<file path="src/sv/udrb_pkg.sv">
// shared constants and types for the dual uart ring buffer
package udrb_pkg;

    // slots per ring, one always kept free to tell full from empty
    localparam int SLOTS  = 64;
    localparam int PTR_W  = (SLOTS > 1) ? $clog2(SLOTS) : 1;
    localparam int BYTE_W = 8;

    // byte that terminates a host string
    localparam logic [BYTE_W-1:0] END_MARK = 8'h00;

    typedef enum logic [1:0] {
        REQ_RX    = 2'd0,
        REQ_READ  = 2'd1,
        REQ_WRITE = 2'd2,
        REQ_TXRDY = 2'd3
    } t_req;

    typedef logic [PTR_W-1:0]  t_ptr;
    typedef logic [BYTE_W-1:0] t_byte;

    // pointer update request into a ring controller
    typedef struct packed {
        logic push;
        logic pop;
    } t_ring_cmd;

    // pointer state out of a ring controller
    typedef struct packed {
        t_ptr head;
        t_ptr tail;
        logic empty;
        logic full;
    } t_ring_stat;

endpackage

</file>
<file path="src/sv/udrb_ram.sv">
// generic simple dual-port ram, one write port, one registered read port
module udrb_ram #(
    parameter int WIDTH = 8,
    parameter int DEPTH = 64
) (
    input  logic                     i_clk,
    input  logic                     i_we,
    input  logic [$clog2(DEPTH)-1:0] i_waddr,
    input  logic [WIDTH-1:0]         i_wdata,
    input  logic                     i_re,
    input  logic [$clog2(DEPTH)-1:0] i_raddr,
    output logic [WIDTH-1:0]         o_rdata
);

    logic [WIDTH-1:0] r_mem [DEPTH];
    logic [WIDTH-1:0] r_rdata;

    always_ff @(posedge i_clk) begin
        if (i_we) begin
            r_mem[i_waddr] <= i_wdata;
        end
        if (i_re) begin
            r_rdata <= r_mem[i_raddr];
        end
    end

    assign o_rdata = r_rdata;

endmodule

</file>
<file path="src/sv/udrb_ring.sv">
// head and tail pointers of one circular buffer with full and empty flags
module udrb_ring (
    input  logic                  i_clk,
    input  logic                  i_rst_n,
    input  udrb_pkg::t_ring_cmd   i_cmd,
    output udrb_pkg::t_ring_stat  o_stat
);

    import udrb_pkg::*;

    t_ptr r_head;
    t_ptr r_tail;
    t_ptr n_head;
    t_ptr n_tail;

    function automatic t_ptr next_slot(t_ptr i);
        if (i == t_ptr'(SLOTS - 1)) begin
            return '0;
        end else begin
            return i + t_ptr'(1);
        end
    endfunction

    always_comb begin
        n_head = i_cmd.push ? next_slot(r_head) : r_head;
        n_tail = i_cmd.pop  ? next_slot(r_tail) : r_tail;
    end

    always_ff @(posedge i_clk) begin
        if (!i_rst_n) begin
            r_head <= '0;
            r_tail <= '0;
        end else begin
            r_head <= n_head;
            r_tail <= n_tail;
        end
    end

    assign o_stat.head  = r_head;
    assign o_stat.tail  = r_tail;
    assign o_stat.empty = (r_head == r_tail);
    assign o_stat.full  = (next_slot(r_head) == r_tail);

    // never push into a full ring or pop an empty one
    a_no_overflow: assert property (@(posedge i_clk) disable iff (!i_rst_n)
        i_cmd.push |-> !o_stat.full) else $error("push into full ring");
    a_no_underflow: assert property (@(posedge i_clk) disable iff (!i_rst_n)
        i_cmd.pop |-> !o_stat.empty) else $error("pop from empty ring");
    a_not_both: assert property (@(posedge i_clk) disable iff (!i_rst_n)
        !(o_stat.full && o_stat.empty)) else $error("ring full and empty at once");

endmodule

</file>
<file path="src/sv/uart_dual_ring_buffer_top.sv">
// top level of the dual uart ring buffer: request decode, rings, byte memories, result register
//
// Two circular byte fifos of udrb_pkg::SLOTS slots each (one slot always left free, so
// each holds SLOTS-1 bytes) sit between a serial line and a host. Each input beat is one
// event, its kind in tuser: line byte received, host read, host write byte, transmitter
// ready. Every beat gives exactly one result beat. Received bytes go into the receive
// fifo or are dropped and flagged when it is full; each receive event toggles the
// activity led (high after reset). A host read pops a byte, or reports empty with a zero
// byte. Host writes fill the transmit fifo; once it is full the rest of the string is
// thrown away until a zero byte, which is never stored and enables the transmit
// interrupt. A transmitter-ready event while enabled hands out one byte, or clears the
// enable when the transmit fifo is empty. All pointer and flag updates happen at the
// input beat; the bytes themselves live in two synchronous rams with a registered read
// port, and a result passes the pending stage and then the output register. The block
// sustains one beat per cycle as long as the result side takes beats, since a beat
// finishes its ram access in the cycle after acceptance while the next one enters. No
// clearing pass is needed after reset: a slot is only ever read after it has been written.
module uart_dual_ring_buffer_top (
    input  logic        i_clk,
    input  logic        i_rst_n,
    // slave side
    input  logic        i_s_tvalid,
    output logic        o_s_tready,
    input  logic [7:0]  i_s_tdata,   // data_byte[7:0]
    input  logic [1:0]  i_s_tuser,   // req_type[1:0]
    // master side
    output logic        o_m_tvalid,
    input  logic        i_m_tready,
    output logic [23:0] o_m_tdata    // read_byte[7:0], read_empty[8], send_valid[9],
                                     // send_byte[17:10], tx_irq_enabled[18],
                                     // activity_led[19], rx_dropped[20], zero[23:21]
);

    import udrb_pkg::*;

    // what a beat carries from acceptance to the cycle its ram data arrives
    typedef struct packed {
        logic sel_rx;      // read_byte comes from the receive ram
        logic sel_tx;      // send_byte comes from the transmit ram
        logic read_empty;
        logic tx_en;
        logic led;
        logic dropped;
    } t_pend;

    // result beat, first field in the high bits
    typedef struct packed {
        logic  dropped;
        logic  led;
        logic  tx_irq;
        t_byte send_byte;
        logic  send_valid;
        logic  read_empty;
        t_byte read_byte;
    } t_result;

    t_req       w_req;
    logic       w_acc;
    logic       w_move;

    t_ring_cmd  w_rx_cmd;
    t_ring_cmd  w_tx_cmd;
    t_ring_stat w_rx_stat;
    t_ring_stat w_tx_stat;
    t_byte      w_rx_rdata;
    t_byte      w_tx_rdata;

    // flags and led
    logic       r_led;
    logic       n_led;
    logic       r_tx_en;
    logic       n_tx_en;
    logic       r_drop_rest;
    logic       n_drop_rest;

    // pending stage and output register
    logic       r_pend_valid;
    t_pend      r_pend;
    t_pend      n_pend;
    logic       r_out_valid;
    t_result    r_out;
    t_result    n_out;

    assign w_req      = t_req'(i_s_tuser);
    assign w_move     = r_pend_valid && (!r_out_valid || i_m_tready);
    assign o_s_tready = !r_pend_valid || w_move;
    assign w_acc      = i_s_tvalid && o_s_tready;

    // event decode, all pointer moves decided here
    always_comb begin
        w_rx_cmd    = '0;
        w_tx_cmd    = '0;
        n_led       = r_led;
        n_tx_en     = r_tx_en;
        n_drop_rest = r_drop_rest;
        n_pend      = '0;
        unique case (w_req)
            REQ_RX: begin
                n_led = !r_led;
                if (w_rx_stat.full) begin
                    n_pend.dropped = 1'b1;
                end else begin
                    w_rx_cmd.push = w_acc;
                end
            end
            REQ_READ: begin
                if (w_rx_stat.empty) begin
                    n_pend.read_empty = 1'b1;
                end else begin
                    w_rx_cmd.pop  = w_acc;
                    n_pend.sel_rx = 1'b1;
                end
            end
            REQ_WRITE: begin
                if (i_s_tdata == END_MARK) begin
                    n_drop_rest = 1'b0;
                    n_tx_en     = 1'b1;
                end else if (!r_drop_rest) begin
                    if (w_tx_stat.full) begin
                        n_drop_rest = 1'b1;
                    end else begin
                        w_tx_cmd.push = w_acc;
                    end
                end
            end
            REQ_TXRDY: begin
                if (r_tx_en) begin
                    if (w_tx_stat.empty) begin
                        n_tx_en = 1'b0;
                    end else begin
                        w_tx_cmd.pop  = w_acc;
                        n_pend.sel_tx = 1'b1;
                    end
                end
            end
            default: begin
            end
        endcase
        n_pend.tx_en = n_tx_en;
        n_pend.led   = n_led;
    end

    // rings
    udrb_ring u_rx_ring (
        .i_clk   (i_clk),
        .i_rst_n (i_rst_n),
        .i_cmd   (w_rx_cmd),
        .o_stat  (w_rx_stat)
    );

    udrb_ring u_tx_ring (
        .i_clk   (i_clk),
        .i_rst_n (i_rst_n),
        .i_cmd   (w_tx_cmd),
        .o_stat  (w_tx_stat)
    );

    // byte memories, read only on a pop so the read data holds while the result waits
    udrb_ram #(.WIDTH(BYTE_W), .DEPTH(SLOTS)) u_rx_ram (
        .i_clk   (i_clk),
        .i_we    (w_rx_cmd.push),
        .i_waddr (w_rx_stat.head),
        .i_wdata (i_s_tdata),
        .i_re    (w_rx_cmd.pop),
        .i_raddr (w_rx_stat.tail),
        .o_rdata (w_rx_rdata)
    );

    udrb_ram #(.WIDTH(BYTE_W), .DEPTH(SLOTS)) u_tx_ram (
        .i_clk   (i_clk),
        .i_we    (w_tx_cmd.push),
        .i_waddr (w_tx_stat.head),
        .i_wdata (i_s_tdata),
        .i_re    (w_tx_cmd.pop),
        .i_raddr (w_tx_stat.tail),
        .o_rdata (w_tx_rdata)
    );

    // assemble the result from the pending beat and the ram outputs
    always_comb begin
        n_out.read_byte  = r_pend.sel_rx ? w_rx_rdata : '0;
        n_out.read_empty = r_pend.read_empty;
        n_out.send_valid = r_pend.sel_tx;
        n_out.send_byte  = r_pend.sel_tx ? w_tx_rdata : '0;
        n_out.tx_irq     = r_pend.tx_en;
        n_out.led        = r_pend.led;
        n_out.dropped    = r_pend.dropped;
    end

    // control state
    always_ff @(posedge i_clk) begin
        if (!i_rst_n) begin
            r_led        <= 1'b1;
            r_tx_en      <= 1'b0;
            r_drop_rest  <= 1'b0;
            r_pend_valid <= 1'b0;
            r_out_valid  <= 1'b0;
        end else begin
            if (w_acc) begin
                r_led       <= n_led;
                r_tx_en     <= n_tx_en;
                r_drop_rest <= n_drop_rest;
            end
            if (w_acc) begin
                r_pend_valid <= 1'b1;
            end else if (w_move) begin
                r_pend_valid <= 1'b0;
            end
            if (w_move) begin
                r_out_valid <= 1'b1;
            end else if (i_m_tready) begin
                r_out_valid <= 1'b0;
            end
        end
    end

    // payload, no reset
    always_ff @(posedge i_clk) begin
        if (w_acc) begin
            r_pend <= n_pend;
        end
        if (w_move) begin
            r_out <= n_out;
        end
    end

    assign o_m_tvalid = r_out_valid;
    assign o_m_tdata  = {3'b000, r_out};

    // a beat never reads both rams
    a_one_source: assert property (@(posedge i_clk) disable iff (!i_rst_n)
        r_pend_valid |-> !(r_pend.sel_rx && r_pend.sel_tx))
        else $error("pending beat selects both rams");

    // a byte is only sent while the transmit interrupt is enabled
    a_send_enabled: assert property (@(posedge i_clk) disable iff (!i_rst_n)
        (r_out_valid && r_out.send_valid) |-> r_out.tx_irq)
        else $error("byte sent with transmit interrupt disabled");

    // the led moves only on an accepted receive event
    a_led_rx_only: assert property (@(posedge i_clk) disable iff (!i_rst_n)
        (r_led != $past(r_led)) |-> $past(w_acc && (w_req == REQ_RX)))
        else $error("led toggled without a receive event");

    // an accepted beat always reaches the pending stage
    a_pend_load: assert property (@(posedge i_clk) disable iff (!i_rst_n)
        w_acc |=> r_pend_valid)
        else $error("accepted beat lost");

endmodule

</file>
<file path="config.mk">
export PLATFORM = sky130hd
export DESIGN_NAME = uart_dual_ring_buffer_top
export DESIGN_NICKNAME = d
export VERILOG_FILES = /design/src/sv/udrb_pkg.sv /design/src/sv/udrb_ram.sv /design/src/sv/udrb_ring.sv /design/src/sv/uart_dual_ring_buffer_top.sv
export SDC_FILE = /design/constraint.sdc
export NUM_CORES = 1
export LEC_CHECK = 0
export BUFFER_PORTS_ARGS = -buffer_cell sky130_fd_sc_hd__buf_2
export CORE_MARGIN = 2
export CORE_UTILIZATION = 30
export CTS_CLUSTER_DIAMETER = 150
export DETAILED_ROUTE_END_ITERATION = 8
export GPL_TIMING_DRIVEN = 1
export SETUP_SLACK_MARGIN = 0.05
export SYNTH_ARGS = -nofsm -noshare
export SYNTH_HDL_FRONTEND = slang
export SYNTH_SLANG_ARGS = --single-unit
</file>
<file path="constraint.sdc">
create_clock -name i_clk -period 4 [get_ports i_clk]
set_input_delay 0.8 -clock i_clk [delete_from_list [all_inputs] [get_ports i_clk]]
set_output_delay 0.8 -clock i_clk [all_outputs]
set_load 0.02 [all_outputs]
</file>
After elaboration in Yosys (flattened, before gate mapping). Memories as Yosys holds them, arrays and structs flattened. A register that Yosys moved wholly into a read port is not among the register bits. Cells that the tools add are included.

Register bits after elaboration: 56. Bits in writable memories: 1024. Bits of input ports: 14. Output and inout port bits: 26. Logic and storage cells: 85. Memories: 2.

Add/sub/neg operators: 4. Equal/unequal tests: 11. Multiplexer cells: 34. Reduce and logical (&&, ||, !) cells: 12.

Memory list: u_rx_ram.r_mem (words 64, bits a word 8, read ports 1, clocked after Yosys merged registers in 1, wr ports 1, RTL line udrb_ram.sv:15) `logic [WIDTH-1:0] r_mem [DEPTH];`; u_tx_ram.r_mem (words 64, bits a word 8, read ports 1, clocked after Yosys merged registers in 1, wr ports 1, RTL line udrb_ram.sv:15).

Operators with widths (count): two-way mux 1 bit (29); adder 6 x 1 -> 6 bit, second input constant (4); == test 6 bit (4); == test 6 bit, second input constant (4); two-way mux 6 bit (4); logical NOT 8 bit (1); == test 2 bit, second input constant (2); nonzero test 2 bit (2); logical NOT 1 bit (3); == test 2 x 1 -> 1 bit, second input constant (1); logical AND 1 bit (2); logical NOT 2 bit (1); logical OR 1 bit (2); one-hot mux 1 bit (2 select lines) (1); AND reduction 2 bit (1).

Logic depth before layout (Yosys ltp). Gate-level depths: netlist (run 1).

Word-level depth: 11. Depth in mapped cells: 11. Gate-level depth less buffers: 8.

Hierarchy. Synthesis (run 1) repeated with hierarchy kept, for this count alone.

Cells, all modules: 2154. Area, all modules: 43362.8 µm².

Modules (own cells, without submodules): udrb_ram (instances 2, cells each 940, area each 20246.9 µm²); udrb_ring (instances 2, cells each 92, area each 775.7 µm²); uart_dual_ring_buffer_top (instances 1, cells each 90, area each 1317.5 µm²).

Worst setup path after synthesis (run 1). No wires, ideal clock.

Kind: input to register. Start: input i_m_tready. End: memory u_tx_ram.r_mem[41][0] (enable). Setup time: 370 ps. Arrival time: 3009 ps. Path slack: 621 ps. Cell stages on the path: 9. Path buffers: 1. Cell sequence: nand3b_1 > nand2_2 > inv_1 > nand3_1 > nor3_1 > o21ai_4 > or4b_1 > buf_2 > nor2_1.

Word-level cells in the longest chain between the ends: 10.

RTL lines: from (decl) (RTL line uart_dual_ring_buffer_top.sv:28) `input logic i_m_tready,`; logical OR 1 bit (RTL line uart_dual_ring_buffer_top.sv:85) `assign w_move = r_pend_valid && (!r_out_valid || i_m_tready);`; logical AND 1 bit (RTL line uart_dual_ring_buffer_top.sv:85); logical OR 1 bit (RTL line uart_dual_ring_buffer_top.sv:86) `assign o_s_tready = !r_pend_valid || w_move;`; logical AND 1 bit (RTL line uart_dual_ring_buffer_top.sv:87) `assign w_acc = i_s_tvalid && o_s_tready;`; via w_acc (RTL line uart_dual_ring_buffer_top.sv:58) `logic w_acc;`; two-way mux 1 bit (RTL line uart_dual_ring_buffer_top.sv:119) `if (w_tx_stat.full) begin`; two-way mux 1 bit (RTL line uart_dual_ring_buffer_top.sv:118) `end else if (!r_drop_rest) begin`; two-way mux 1 bit (RTL line uart_dual_ring_buffer_top.sv:115) `if (i_s_tdata == END_MARK) begin`; two-way mux 1 bit (RTL line uart_dual_ring_buffer_top.sv:97) `unique case (w_req)`; two-way mux 1 bit (RTL line udrb_ram.sv:19) `if (i_we) begin`; two-way mux 1 bit (not written as such) (RTL line udrb_ram.sv:20) `r_mem[i_waddr] <= i_wdata;`; to (decl) (RTL line udrb_ram.sv:15).

The timed path passes the listed nets, and every way through them passes these cells.

Final worst setup path (run 1).
Start: register u_rx_ring.r_head[3]. End: memory u_rx_ram.r_mem[0][2] (enable).

Word-level cells in the longest chain between the ends: 7. Elaborated cells on any way between the ends: 8. Those cells by class: add/sub (1); eq/ne (2); mux (5).

RTL lines: from (decl) (RTL line udrb_ring.sv:11) `t_ptr r_head;`; from (signal assigned) (RTL line udrb_ring.sv:34) `r_head <= n_head;`; adder 6 x 1 -> 6 bit / == test 6 bit (equally long branches) (RTL line udrb_ring.sv:20, udrb_ring.sv:17); two-way mux 6 bit (RTL line udrb_ring.sv:17) `if (i == t_ptr'(SLOTS - 1)) begin`; == test 6 bit (RTL line udrb_ring.sv:42) `assign o_stat.full = (next_slot(r_head) == r_tail);`; two-way mux 1 bit (RTL line uart_dual_ring_buffer_top.sv:100) `if (w_rx_stat.full) begin`; two-way mux 1 bit (RTL line uart_dual_ring_buffer_top.sv:97); two-way mux 1 bit (RTL line udrb_ram.sv:19); two-way mux 1 bit (not written as such) (RTL line udrb_ram.sv:20); to (decl) (RTL line udrb_ram.sv:15).

Parallel ways exist; a longest one is shown, timed or not.

==> metrics.yaml, run 1 <==
grt_pass1_vias: 21000
report.final.setup_viol: 0
die_height_um: 383
vdd_ir_max_uv: 365
worstPathArrival_ps: 3900
setup.worst_path.end_class: "flop"
cp_max_fo: 35
grt_setup_unrepaired: "false"
post-route-period-util_pct: 87.9
maxCapViolCount: 0
async_reset_ff_share_pct: 0
cts_tree: "yes"
floorplan.core_area_um2: 143000
core.rowCount: 139
cts_root_buffer_type: "sky130_fd_sc_hd__clkbuf_16"
period_needed_ps: 3510
synthCells: 1989
via_count: 20600
post_cts.resized_instances: 0
ys_ff_latch: 1096
yosysTopAreaCell: "sky130_fd_sc_hd__edfxtp_1"
residual_antenna_violating_net_count_after_detailed_routing: 0
nNetsFinal: 2198
hold_class: "in2reg"
area_growth_pct: 16.1
start_kind: "flop"
dpl-instance-area_um2: 46600
layout.core_utilization_pct: 35.0
synth_top_cell_area_share_pct: 74.3
synth_area_um2: 43100
grt_util_all_layers_pct: 13.3
syn-mean-instance-area_um2: 21.7
remaining_drc_errors: 0
grt_first_pass_wirelength_mm: 145
mostFrequentLayoutCell: "sky130_fd_sc_hd__edfxtp_1"
post_drt_wl_per_cell_um: 23.6
post-cts-setup-buffers: 0
hold_slack_ps: 384
antenna_cells_inserted: 0
htree_num_levels: 3
clk_path_buf_depth: 3
drive_above_1_share_pct: 31.8
finalClockSkew_ps: 20.0
clock-sinks: 1096
worstPathRequired_ps: 4380
pre_cts_slack_ps: 144
yosys-top-cells-area: "sky130_fd_sc_hd__edfxtp_1 74%, sky130_fd_sc_hd__mux4_2 17%, sky130_fd_sc_hd__dfxtp_1 1.3%, sky130_fd_sc_hd__nor3_1 0.74%, sky130_fd_sc_hd__nor2_1 0.72%"
largest_net_degree_at_the_start_of_global_routing: 117
power.leakage_nw: 14.9
placedCellCount: 3980
layout.cells.non_filler: 4171
post-route-cell-area_um2: 50100
drt_pass1_iterations: 5
drv_slew: 0
yosysSeqAreaShare_pct: 75.6
max_freq_mhz: 285
tightest_slew_ps: 1030
path_class: "reg2reg"
synth_cell_type_count: 65
overflow: 0
num_io_pins: 40
design.die.area_um2: 147000
antenna_found_initial: 1
drt_iter0_markers: 2344
finalWeightedCongestion: 0.811
most_frequent_cells_in_the_layout: "1,067 x sky130_fd_sc_hd__edfxtp_1, 320 x sky130_fd_sc_hd__mux4_2, 178 x sky130_fd_sc_hd__buf_4"
fillerInstances: 13100
power_density_nw_per_um2: 461
clock_network_latency_to_the_later_pin_of_the_worst_skew_pair_ps: 690
route.detailed.vias_per_inst: 4.93
finalSetupTns_ps: 0
postSynth.topFlopCell: "sky130_fd_sc_hd__edfxtp_1"
final_critical_path_setup_slack_ps: 485
outcome: "completed"
worst_slew_margin_rel_pct: 31.2
synth.yosys.warnings: 0
hold_violations: 0
detailedPlacementHpwl_mm: 62.0
clkSlewWorstSetupHoldPaths_ps: 70
cts_made_buffers: 101
total_power_mw: 23.1
die_w_um: 383
initial_cell_density_of_the_core_pct: 30.1
synth_edf_count: 1067
io_buffer_count: 36
cts_hold_repair.buffers: 0
wirelength_mm: 98.3
==> power breakdown <==
part	leakage, nW	internal [mW]	total (mW)	switching (mW)
sequential	9.85	12.6	12.6	0.0203
clock	1.67	5.83	9.98	4.15
combinational	3.42	0.118	0.458	0.340
total	14.9	18.6	23.1	4.51
==> state kept, by name, summed over array words and instances (netlist names), 6 cells and up <==
signal	count
u_tx_ram.r_mem	512
u_tx_ring.r_tail	6
u_rx_ram.r_mem	512
u_rx_ring.r_tail	6
u_tx_ring.r_head	6
u_tx_ram.o_rdata	8
u_rx_ram.o_rdata	8
o_m_tdata	21
u_rx_ring.r_head	6
==> layer usage <==
layer	part of all wire [%]	track usage, %	up-vias
li1	-	-	8697
met1	43	18.6	10900
met2	48	21.1	864
met3	6.9	2.80	144
met4	2.3	3.47	2
met5	0.013	0	-
==> cell type report <==
| type | count | area [µm²] | share of cell area, % |
|---|---|---|---|
| flip-flops and latches | 1096 | 32600 | 65.2 |
| clock inverters | 61 | 728 | 1.45 |
| clock buffers | 130 | 2710 | 5.41 |
| multi-input cells | 755 | 9880 | 19.7 |
| repair buffers | 217 | 1700 | 3.39 |
| well taps | 1903 | 2380 | 4.76 |
| inverters | 9 | 33.8 | 0.0675 |
==> cells by family (layout without fill, tap and decap cells) <==
group	Yosys count	count (layout)	synth area share, %
xor+xnor	30	30	0.609
mux	345	345	17.3
buf+inv	140	417	1.54
compound gates	79	79	1.34
other cells	1	3	0.00869
fa+ha+maj	4	4	0.116
simple gates	294	294	3.45
flops	1096	1096	75.6
==> final timing paths <==
kind,start,slack [ps],cells after the start,to
max,u_rx_ring.r_head[3],490,8,u_rx_ram.r_mem[0][2]
min,i_s_tvalid,380,3,r_pend_valid
max reg2reg,u_rx_ring.r_head[3],490,8,u_rx_ram.r_mem[0][2]
min reg2reg,n_out[18],420,0,o_m_tdata[18]
==> synthesized netlist by cell type, drive strengths merged (9+ instances only) <==
| cell type | instances |
|---|---|
| and2 | 24 |
| buf | 92 |
| clkbuf | 39 |
| dfxtp | 29 |
| edfxtp | 1067 |
| inv | 9 |
| mux2 | 10 |
| mux2i | 15 |
| mux4 | 320 |
| nand2 | 41 |
| nand3 | 17 |
| nor2 | 83 |
| nor2b | 10 |
| nor3 | 65 |
| o21ai | 24 |
| xnor2 | 16 |
| xor2 | 14 |
==> worst max-delay path: stages, from the launching register on <==
cell                       delay, ps
sky130_fd_sc_hd__dfxtp_1         840
sky130_fd_sc_hd__nand3_1         390
sky130_fd_sc_hd__nor2_1          300
sky130_fd_sc_hd__a221oi_1        130
sky130_fd_sc_hd__o211a_1         170
sky130_fd_sc_hd__a21o_2          450
sky130_fd_sc_hd__buf_4           290
sky130_fd_sc_hd__nor3_1          370
sky130_fd_sc_hd__buf_4           260
Power figures use the tool's default switching activity.
==> inputs of run 2 (changes only) <==
--- a/config.mk
+++ b/config.mk
@@ -7,7 +7,7 @@
 export LEC_CHECK = 0
 export BUFFER_PORTS_ARGS = -buffer_cell sky130_fd_sc_hd__buf_2
 export CORE_MARGIN = 2
-export CORE_UTILIZATION = 30
+export CORE_UTILIZATION = 38
 export CTS_CLUSTER_DIAMETER = 150
 export DETAILED_ROUTE_END_ITERATION = 8
 export GPL_TIMING_DRIVEN = 1
==> run 2 against run 1 <==
Maximum frequency shrank 2.6%; final cell count shrank 10%; core utilization grew 8.9 points; first-iteration DRC count grew 2.5%; global-route usage grew 3.7 points; via count shrank 1.1%; design area shrank 1.5%.
==> metrics.yaml, run 2 (synthesis results as in run 1) <==
outcome: "completed"
design.die.area_um2: 116000  # -21%
initial_cell_density_of_the_core_pct: 38.3  # +8.2 points
final_critical_path_setup_slack_ps: 393  # -92.6 ps
max_freq_mhz: 277  # -2.6%
worstSetupStartpoint: "u_rx_ring.r_head[1]"
r2r.worst_path.cells: 7  # -1
cts_root_buffer_type: "sky130_fd_sc_hd__clkbuf_16"
worstPathRequired_ps: 4280  # -100 ps
grt_util_all_layers_pct: 17.0  # +3.7 points
finalWeightedCongestion: 0.804  # -0.91%
drive_above_1_share_pct: 31.1  # -0.77 points
residual_antenna_violating_net_count_after_detailed_routing: 0  # unchanged
ff2ff_setup_slack_ps: 390  # -90 ps
critical_path.endpoint: "u_rx_ram.r_mem[28][5]"
post-cts-setup-buffers: 0  # unchanged
post_drt_wl_per_cell_um: 26.3  # +12%
clock-sinks: 1096  # unchanged
power_density_nw_per_um2: 470  # +2.0%
layout.cells.non_filler: 3737  # -10%
die_height_um: 341  # -11%
area_growth_pct: 14.4
grt_first_pass_wirelength_mm: 145  # +0.31%
report.final.setup_viol: 0  # unchanged
placedCellCount: 3536  # -11%
rr_endpoint: "u_rx_ram.r_mem[28][5]"
setup.worst_path.end_class: "flop"
post-route-period-util_pct: 90.2  # +2.3 points
drv_slew: 0  # unchanged
power.leakage_nw: 14.8  # -1.1%
total_power_mw: 23.2  # +0.55%
mostFrequentLayoutCell: "sky130_fd_sc_hd__edfxtp_1"
grt_setup_unrepaired: "false"
hold_slack_ps: 406  # +22.4 ps
hold_violations: 0  # unchanged
num_io_pins: 40  # unchanged
grt_pass1_vias: 20800  # -1.1%
remaining_drc_errors: 0  # unchanged
drt_iter0_markers: 2402  # +2.5%
nNetsFinal: 2163  # -1.6%
clkSlewWorstSetupHoldPaths_ps: 60  # about the same
overflow: 0  # unchanged
tightest_slew_ps: 1230  # +199 ps
io_buffer_count: 36  # unchanged
worst_r2r_startpoint: "u_rx_ring.r_head[1]"
antenna_found_initial: 8  # +7
vdd_ir_max_uv: 283  # -23%
hold_class: "in2reg"
detailedPlacementHpwl_mm: 61.3  # -1.2%
clock_network_latency_to_the_later_pin_of_the_worst_skew_pair_ps: 680  # about the same
maxCapViolCount: 0  # unchanged
drt_pass1_iterations: 5  # unchanged
wirelength_mm: 98.4  # about the same
floorplan.core_area_um2: 112000  # -21%
cts_hold_repair.buffers: 0  # unchanged
route.detailed.vias_per_inst: 5.45  # +10%
clk_path_buf_depth: 3  # unchanged
worst_slew_margin_rel_pct: 17.3  # -14 points
cts_made_buffers: 107  # +5.9%
post_cts.resized_instances: 0  # unchanged
largest_net_degree_at_the_start_of_global_routing: 129  # +10%
htree_num_levels: 3  # unchanged
finalClockSkew_ps: 21.8  # +1.88 ps
pre_cts_slack_ps: 74.6  # -69.2 ps
period_needed_ps: 3610  # +92.6 ps
worstPathArrival_ps: 3890  # about the same
finalSetupTns_ps: 0  # unchanged
start_kind: "flop"
most_frequent_cells_in_the_layout: "1,067 x sky130_fd_sc_hd__edfxtp_1, 320 x sky130_fd_sc_hd__mux4_2, 140 x sky130_fd_sc_hd__buf_4"
path_class: "reg2reg"
die_w_um: 341  # -11%
core.rowCount: 123  # -12%
cp_max_fo: 39  # +11%
cts_tree: "yes"
via_count: 20400  # -1.1%
run 2: cell types whose count changed in the layout (fill, tap and decap cells not counted), sizes merged:
cell | before | now
bufinv | 16 | 12
diode | 0 | 3
buf | 217 | 176
clkbuf | 130 | 138
clkinvlp | 2 | 5
run 2: how the worst min path moves through the flow:
stage,cells past startpoint,startpoint,end
5_1_grt,3,i_s_tvalid,r_pend_valid
6_report,3,i_s_tvalid,r_pend_valid
3_3_place_gp,1,r_pend_valid,o_m_tvalid
2_1_floorplan,0,n_out[18],o_m_tdata[18]
3_5_place_dp,1,r_pend_valid,o_m_tvalid
4_1_cts,3,i_s_tvalid,r_pend_valid
run 2: report_power, final:
group	total [mW]	internal, mW	switching (mW)	leakage (nW)
clock network	10.1	5.90	4.20	1.74
registers	12.6	12.6	0.0242	9.85
logic	0.457	0.114	0.343	3.19
total	23.2	18.6	4.57	14.8
run 2: final cells by class:
| type | count | area, µm² |
|---|---|---|
| Antenna cell | 3 | 7.51 |
| Clock buffer | 138 | 2900 |
| Inverter | 9 | 33.8 |
| Timing Repair Buffer | 176 | 1350 |
| Multi-Input combinational cell | 755 | 9870 |
| Clock inverter | 60 | 649 |
| Tap cell | 1500 | 1880 |
| Sequential cell | 1096 | 32600 |
| Fill cell | 9334 | 63200 |
run 2: stage by stage:
stage	utilization [%]	area (µm²)
after CTS	43.8	49300
final	43.9	49300
after floorplan	-	43100
after detailed placement	40.7	45800
after global routing	43.8	49300
after global placement	40.7	45800
run 2: metal layers:
| metal | routed length, µm | global-route usage (%) |
|---|---|---|
| met1 | 41700 | 23.7 |
| met2 | 47300 | 27.0 |
| met3 | 7040 | 3.51 |
| met4 | 2280 | 4.81 |
| met5 | 39 | 0 |
run 2: worst max-delay path: stages (launching register included):
cell,delay [ps]
sky130_fd_sc_hd__dfxtp_1,570
sky130_fd_sc_hd__ha_1,320
sky130_fd_sc_hd__nand3_1,200
sky130_fd_sc_hd__nor2_1,250
sky130_fd_sc_hd__a221oi_1,120
sky130_fd_sc_hd__o211a_1,180
sky130_fd_sc_hd__a21o_2,480
sky130_fd_sc_hd__nor3_1,1080
